## config.mk

```make
export PLATFORM = sky130hd
export DESIGN_NAME = des_score_unit
export DESIGN_NICKNAME = d
export VERILOG_FILES = /design/src/sv/des_pkg.sv /design/src/sv/des_score_unit.sv
export SDC_FILE = /design/constraint.sdc
export NUM_CORES = 2
export LEC_CHECK = 0
export ABC_AREA = 1
export ABC_CLOCK_PERIOD_IN_PS = 8100
export CAP_MARGIN = 20
export CORE_MARGIN = 2
export CORE_UTILIZATION = 40
export CTS_BUF_LIST = sky130_fd_sc_hd__clkbuf_2 sky130_fd_sc_hd__clkbuf_4 sky130_fd_sc_hd__clkbuf_8
export DETAILED_ROUTE_END_ITERATION = 16
export DONT_BUFFER_PORTS = 1
export GPL_TIMING_DRIVEN = 0
export PLACE_DENSITY = 0.59
export SETUP_SLACK_MARGIN = 0.05
export SYNTH_ARGS = -nofsm -noshare
export SYNTH_HDL_FRONTEND = slang
export SYNTH_SLANG_ARGS = --single-unit
```

## constraint.sdc

```tcl
create_clock -name clk -period 8.1 [get_ports clk]
set_input_delay 2.025 -clock clk [delete_from_list [all_inputs] [get_ports clk]]
set_output_delay 2.025 -clock clk [all_outputs]
set_load 0.05 [all_outputs]
```

## src/sv/des_pkg.sv

```systemverilog
// Shared types, constants and codes for the deadline eviction selector.
package des_pkg;

  localparam int DEPTH = 64;
  localparam int IDX_W = $clog2(DEPTH);
  localparam int CNT_W = 7;
  localparam int MAX_SCAN = 64;

  localparam int KEY_W = 64;
  localparam int TIME_W = 63;
  localparam int SUM_W = 64;
  localparam int SIZE_W = 32;
  localparam int ORDER_W = 32;
  localparam int SCORE_W = 31;
  localparam int WEIGHT_W = 16;
  localparam int CFG_IDX_W = 1;

  localparam int IN_W = 240;
  localparam int OUT_W = 144;

  localparam logic [SCORE_W-1:0] SCORE_MAX = {SCORE_W{1'b1}};
  localparam logic [9:0] URG_BASE = 10'd1000;
  localparam logic [1:0] PRIO_CRIT = 2'd3;

  localparam logic [CFG_IDX_W-1:0] REG_WEIGHT_COLD = 1'd0;
  localparam logic [CFG_IDX_W-1:0] REG_WEIGHT_WARM = 1'd1;

  localparam logic [1:0] OP_REG = 2'd0;
  localparam logic [1:0] OP_UNREG = 2'd1;
  localparam logic [1:0] OP_EVICT = 2'd2;
  localparam logic [1:0] OP_COUNT = 2'd3;

  localparam logic [2:0] ST_OK = 3'd0;
  localparam logic [2:0] ST_INVALID = 3'd1;
  localparam logic [2:0] ST_EXISTS = 3'd2;
  localparam logic [2:0] ST_NOTFOUND = 3'd3;
  localparam logic [2:0] ST_FULL = 3'd4;
  localparam logic [2:0] ST_NONE = 3'd5;

  typedef struct packed {
    logic [KEY_W-1:0]   key;
    logic [SUM_W-1:0]   sum;
    logic [1:0]         prio;
    logic [SIZE_W-1:0]  size;
    logic [ORDER_W-1:0] order;
  } slot_t;

  typedef struct packed {
    logic [IDX_W-1:0]   idx;
    logic               vld;
    logic               evict;
    logic               match;
    logic [KEY_W-1:0]   key;
    logic [SIZE_W-1:0]  size;
    logic [ORDER_W-1:0] order;
  } tag_t;

endpackage

```

## src/sv/des_score_unit.sv

```systemverilog
// Three-stage pipelined score unit, shared by every slot of a scan.
module des_score_unit (
  input  logic                          clk,
  input  logic                          rst,
  input  logic                          in_valid,
  input  logic [des_pkg::SUM_W-1:0]     in_sum,
  input  logic [des_pkg::TIME_W-1:0]    in_now,
  input  logic [des_pkg::WEIGHT_W-1:0]  in_weight,
  input  des_pkg::tag_t                 in_tag,
  output logic                          out_valid,
  output logic [des_pkg::SCORE_W-1:0]   out_score,
  output des_pkg::tag_t                 out_tag
);

  // |d|/10 = a*104857 + (6a + b)/10 with d = a*2^20 + b, d < 2^35
  localparam logic [16:0] RECIP_HI = 17'd104857;
  localparam logic [31:0] RECIP_10 = 32'hCCCCCCCD;

  logic                          s1_valid;
  logic                          s1_neg;
  logic                          s1_big;
  logic [14:0]                   s1_a;
  logic [20:0]                   s1_x;
  logic [des_pkg::WEIGHT_W-1:0]  s1_w;
  des_pkg::tag_t                 s1_tag;

  logic                          s2_valid;
  logic                          s2_neg;
  logic                          s2_big;
  logic [31:0]                   s2_pa;
  logic [52:0]                   s2_px;
  logic [des_pkg::WEIGHT_W-1:0]  s2_w;
  des_pkg::tag_t                 s2_tag;

  logic                          neg;
  logic [63:0]                   mag;
  logic [32:0]                   q;
  logic [33:0]                   up;
  logic [des_pkg::SCORE_W-1:0]   urg;
  logic [31:0]                   tot;

  always_comb begin
    neg = in_sum < {1'b0, in_now};
    mag = neg ? ({1'b0, in_now} - in_sum) : (in_sum - {1'b0, in_now});
  end

  always_comb begin
    q = {1'b0, s2_pa} + {15'd0, s2_px[52:35]};
    up = {1'b0, q} + {24'd0, des_pkg::URG_BASE};
    if (s2_neg) begin
      if (s2_big || up > {3'd0, des_pkg::SCORE_MAX}) begin
        urg = des_pkg::SCORE_MAX;
      end else begin
        urg = up[des_pkg::SCORE_W-1:0];
      end
    end else begin
      if (s2_big || q >= {23'd0, des_pkg::URG_BASE}) begin
        urg = '0;
      end else begin
        urg = {21'd0, des_pkg::URG_BASE - q[9:0]};
      end
    end
    tot = {1'b0, urg} + {16'd0, s2_w};
  end

  always_ff @(posedge clk) begin
    if (rst) begin
      s1_valid <= 1'b0;
      s2_valid <= 1'b0;
      out_valid <= 1'b0;
    end else begin
      s1_valid <= in_valid;
      s2_valid <= s1_valid;
      out_valid <= s2_valid;
    end
    s1_neg <= neg;
    s1_big <= |mag[63:35];
    s1_a <= mag[34:20];
    s1_x <= {3'd0, mag[34:20], 3'd0} - {5'd0, mag[34:20], 1'b0} + {1'b0, mag[19:0]};
    s1_w <= in_weight;
    s1_tag <= in_tag;

    s2_neg <= s1_neg;
    s2_big <= s1_big;
    s2_pa <= {2'd0, s1_a} * {15'd0, RECIP_HI};
    s2_px <= {32'd0, s1_x} * {21'd0, RECIP_10};
    s2_w <= s1_w;
    s2_tag <= s1_tag;

    out_score <= tot[31] ? des_pkg::SCORE_MAX : tot[des_pkg::SCORE_W-1:0];
    out_tag <= s2_tag;
  end

endmodule

```

== Word level (Yosys, flattened, before mapping) ==
Cells that the tools add are included.

* Flip-flop bits (word level): 602
* Output and inout bits: 169
* Input bits: 283
* Word-level logic and storage cells: 55

* Add/subtract/negate cells: 8
* Multipliers: 2
* Multiplexer cells: 4
* Reductions and logical operators: 3
* $lt $le $gt $ge: 3

{| class="wikitable"
|+ Operator list
! operator !! number
|-
| < comparator 64 x 63 -> 1 bit || 1
|-
| 2-to-1 mux 64 bit || 1
|-
| subtractor 63 x 64 -> 64 bit || 1
|-
| subtractor 64 x 63 -> 64 bit || 1
|-
| 2-to-1 mux 31 bit || 2
|-
| multiplier 21 x 32 -> 53 bit (second input constant) || 1
|-
| adder 33 x 10 -> 34 bit (second input constant) || 1
|-
| greater-than comparator 34 x 31 -> 1 bit (second input constant) || 1
|-
| adder 32 x 18 -> 33 bit || 1
|-
| >= comparator 33 x 10 -> 1 bit (second input constant) || 1
|-
| adder 31 x 16 -> 32 bit || 1
|-
| multiplier 15 x 17 -> 32 bit (second input constant) || 1
|-
| OR reduction 29 bit || 1
|-
| adder 21 x 20 -> 21 bit || 1
|-
| subtractor 18 x 16 -> 19 bit || 1
|-
| 2-to-1 mux 10 bit || 1
|-
| subtractor 10 bit (first input constant) || 1
|-
| logical OR 1 bit || 2
|}

== Logic depth before layout (Yosys ltp) ==
* Depth in word-level cells: 7
* Depth in mapped cells: 44
* Depth with buffers taken out: 40

== Least setup slack after synthesis ==
No wires, ideal clock.

* Kind: in2reg
* Start: in in_sum[0] in the netlist's numbering
* End: reg s1_x[20]
* Data arrival time: 7,500 ps
* Library setup time: 112 ps
* Path buffers: 3
* Path slack: 488 ps
* Cell stages on the path: 43
* Required time: 7,988 ps
* Path through: inv_1 -> ha_1 -> inv_1 -> fa_1 -> inv_1 -> o21ai_0 -> a21oi_1 -> o21ai_0 -> a31o_2 -> nand2_1 -> nand2_1 -> inv_2 -> clkbuf_1 -> buf_2 -> buf_2 -> nand2_1 -> nand2_1 -> xor2_1 -> [... 7 more ...] -> o21bai_1 -> nand3_1 -> nand2_1 -> a21oi_1 -> o21bai_1 -> xnor2_1 -> inv_1 -> ha_1 -> a21oi_1 -> inv_1 -> a31oi_1 -> o21ai_0 -> nand2_1 -> nand2_1 -> a21oi_1 -> inv_1 -> nand2_1 -> nand2_1

* Longest elaborated chain between the ends: 4
* Elaborated cells between the ends (all ways): 6
* Classes of those cells: 4 x add/sub; 1 x order compare; 1 x mux

{| class="wikitable"
|+ Ends and longest elaborated chain
! element !! RTL line !! text
|-
| from (decl) || des_score_unit.sv:6 || <nowiki>input logic [des_pkg::SUM_W-1:0] in_sum,</nowiki>
|-
| subtractor 64 x 63 -> 64 bit (tied with other cells) || des_score_unit.sv:44 || <nowiki>mag = neg ? ({1'b0, in_now} - in_sum) : (in_sum - {1'b0, in_now});</nowiki>
|-
| 2-to-1 mux 64 bit (*) || des_score_unit.sv:44 ||
|-
| via mag[25] || des_score_unit.sv:36 || <nowiki>logic [63:0] mag;</nowiki>
|-
| subtractor 18 x 16 -> 19 bit (*) || des_score_unit.sv:79 || <nowiki>s1_x <= {3'd0, mag[34:20], 3'd0} - {5'd0, mag[34:20], 1'b0} + {1'b0, mag[19:0]};</nowiki>
|-
| adder 21 x 20 -> 21 bit (*) || des_score_unit.sv:79 ||
|-
| to (signal assigned) || des_score_unit.sv:79 ||
|-
| to (decl) || des_score_unit.sv:23 || <nowiki>logic [20:0] s1_x;</nowiki>
|}

Mark *: on every way through the listed nets, which the timed path passes. The rest lies on a longest branch.
A chain may end at the register's enable or synchronous reset.

== Worst setup path in the final report ==
* Start: in in_sum[39] in the netlist's numbering
* End: reg s1_x[20]

* Longest elaborated chain between the ends: 4

{| class="wikitable"
|+ Ends and longest elaborated chain
! element !! RTL line !! text
|-
| < comparator 64 x 63 -> 1 bit || des_score_unit.sv:43 || <nowiki>neg = in_sum < {1'b0, in_now};</nowiki>
|-
| 2-to-1 mux 64 bit || des_score_unit.sv:44 ||
|-
| via mag[24] || des_score_unit.sv:36 ||
|-
| subtractor 18 x 16 -> 19 bit || des_score_unit.sv:79 ||
|-
| adder 21 x 20 -> 21 bit || des_score_unit.sv:79 ||
|}

The timed path passes the listed nets, and every way through them passes these cells.

==> results.ini <==
[global_route]
grt_start_max_net_pins=20
grt_busiest_layer=met2
use_met3_pct=3.36
grt_usage_pct=23.0
globalRouteMet1Util_pct=27.6
overflow=0
grt_pass1_vias=29821
grt_use_met2_pct=41.3
grt_pass1_wl_mm=168
antenna_found_initial=8

[sta]
relSlewSlack_pct=28.0
worst_pin_slew_ps=1080
fin_ws_ps=312
fmax_ghz=0.128
fin_crit_sh_pct=96.1
post-route-min-period_ps=7790
setup-violations-final=0
clock_skew_ps=52.7
finalMaxSlewViolations=0
hold_viol_final=0

[critical_path]
cp_common_cell=nand2_1
path_class=input pin to register
max_stage_delay_ps=440
r2r_setup_slack_ps=700
worst_ep_required_time_ps=8640
cp_slowest_cell=ha_1
critPathBufInv=9
cp_top_family=compound AO/OA/AOI/OAI gates
start_kind=input pin
cp_data_arrival_time_ps=8330
crit_path_end_kind=register
crit_fanout=10

[cts]
path_clk_slew_ps=60
clock_sinks=567
cts_tree=done
h-tree-depth=3
root_buffer=clkbuf_8
cts_buffers=85
cts.path.max_buffers=3
clock_latency_ps=710

[drt]
post_drt_wl_per_cell_um=18.8
vias=29667
ant_nets=0
drt_wl_total_mm=113
drc=0
initialDrtViolationCount=1786
drt-vias-per-instance=4.95
dr.pass1.iters=6

[logic_synthesis]
synth_nets=5571
synth_area_leader_cell=dfxtp_1
syn_area_per_cell_sq_um=8.07
synth_cell_types=54
yosysSeqAreaShare_pct=30.6
async_flop_share_pct=0
yosys.area_share.simple_pct=16.1
ys_dominant_reg_cell=dfxtp_1
synth_top_family_by_area=adder cells
synth_top_area_share_pct=30.6
synthMuxAreaShare_pct=0.0809
synth_warnings=0
synth-seq-cells=567
synth_area_leaders=dfxtp_1 (31%), ha_1 (17%), fa_1 (11%)
netlist_instances=4597
synth_edf_count=0
synth_compound_area_share_pct=12.7
syn_area_sq_um=37100
synth_most_common_cell=inv_1
synth_common_cells=inv_1 (824), nand2_1 (768), dfxtp_1 (567)
synthXorXnorAreaFrac_pct=4.28
synth_fa_ha_area_share_pct=27.3

[floorplan]
pin_count=452
coreArea_sq_um=91800
start_util_pct=40.4
die_x_um=309
rows=111
die_h_um=309
die_area_sq_um=95200

[layout]
num-fill-cells=9245
final_cell_area_sq_um=40900
area_growth_pct=10.4
layout-drive-gt1-share_pct=6.17
final_nets=5655

[hold_path]
hp-class=register to register

[placement]
hpwlAfterDp_mm=97.2
portBuffers=0
gp_congestion=1.02
dpl_cell_area_sq_um=38700
place_ws_ps=-2320

[job]
cap_violations=0

[run_status]
status=finished clean

[flip-flops by register name, summed over array words and instances (netlist names), 15 cells and up]
register and cells:
s1_x 21, s1_a 15, out_score 31, s2_tag 137, s1_w 16, out_tag 137
s2_pa 32, s2_px 18, s2_w 16, s1_tag 137
[layout by cell type (no fill, tap or decap), types with 10 or more instances in the layout]
master     count
ha_1         485
o2111ai_1     12
inv_2         16
nand3_1      141
buf_4         10
dfxtp_1      567
nand2_1      767
nand3b_1      13
o21ai_0      256
nor3_1        31
o21bai_1      28
nor2_2        13
xnor2_1       49
a21oi_1      368
fa_1         196
a21oi_2       13
xor2_1       116
nand4_1       38
nor2_1       383
a31oi_1       12
clkbuf_8     103
a21o_1        26
o21a_1        29
a21boi_0      14
inv_1        824
nand2_2       15
o211ai_1      18
clkbuf_4      25
o21ai_1       19
[through the flow]
step | util, % | TNS (ps) | hold slack [ps] | std cells
2_1_floorplan | - | 0 | 310 | 4597
3_3_place_gp | 42.1 | -23360 | 310 | 5840
3_5_place_dp | 42.1 | -22500 | 312 | 5840
4_1_cts | 44.4 | 0 | 290 | 5983
5_1_grt | 44.6 | -17.9 | 301 | 5992
6_report | 44.6 | 0 | 295 | 5992
[routing by layer]
layer | part of all wire (%) | vias to the layer above
met5 | 0 | -
met4 | 3.9 | 0
met3 | 4.7 | 199
met2 | 50 | 785
met1 | 42 | 13761
li1 | - | 14922
[worst paths after layout]
kind / start / endpoint / cells past startpoint
worst min-delay path: s1_tag[45] / s2_tag[45] / 0
worst max register to register: s2_pa[0] / out_score[12] / 39
worst max-delay path: in_sum[39] / s1_x[20] / 40
worst min register to register: s1_tag[45] / s2_tag[45] / 0
[cell type report]
type                    instances  area [sq um]  share of cell area [%]
flip-flops and latches        567         11400                    27.7
plain buffers                  24           191                   0.468
clock buffers                 127          1600                    3.90
clock inverters                24           375                   0.917
diodes                          4          10.0                  0.0244
repair buffers                  6          45.0                   0.110
well taps                    1243          1560                    3.80
multi-input cells            3152         22600                    55.3
inverters                     845          3170                    7.75
[what timing repair did]
action,in CTS,in global routing
pin swaps,2,11
setup endpoints to repair,14,5
hold buffers,0,0
gates resized for setup,33,44
setup buffers,0,6
[logic make-up after synthesis]
group                    count (synthesis)
flip-flops                             567
AND/OR/NAND/NOR                       1440
multiplexers                             3
adder cells (fa/ha/maj)                691
AO/OA/AOI/OAI                          841
XOR/XNOR                               177
buffers and inverters                  878
Power is left out: the tool's default activity adds up to more than one toggle a clock period on the data nets, which glitch-free logic cannot reach.
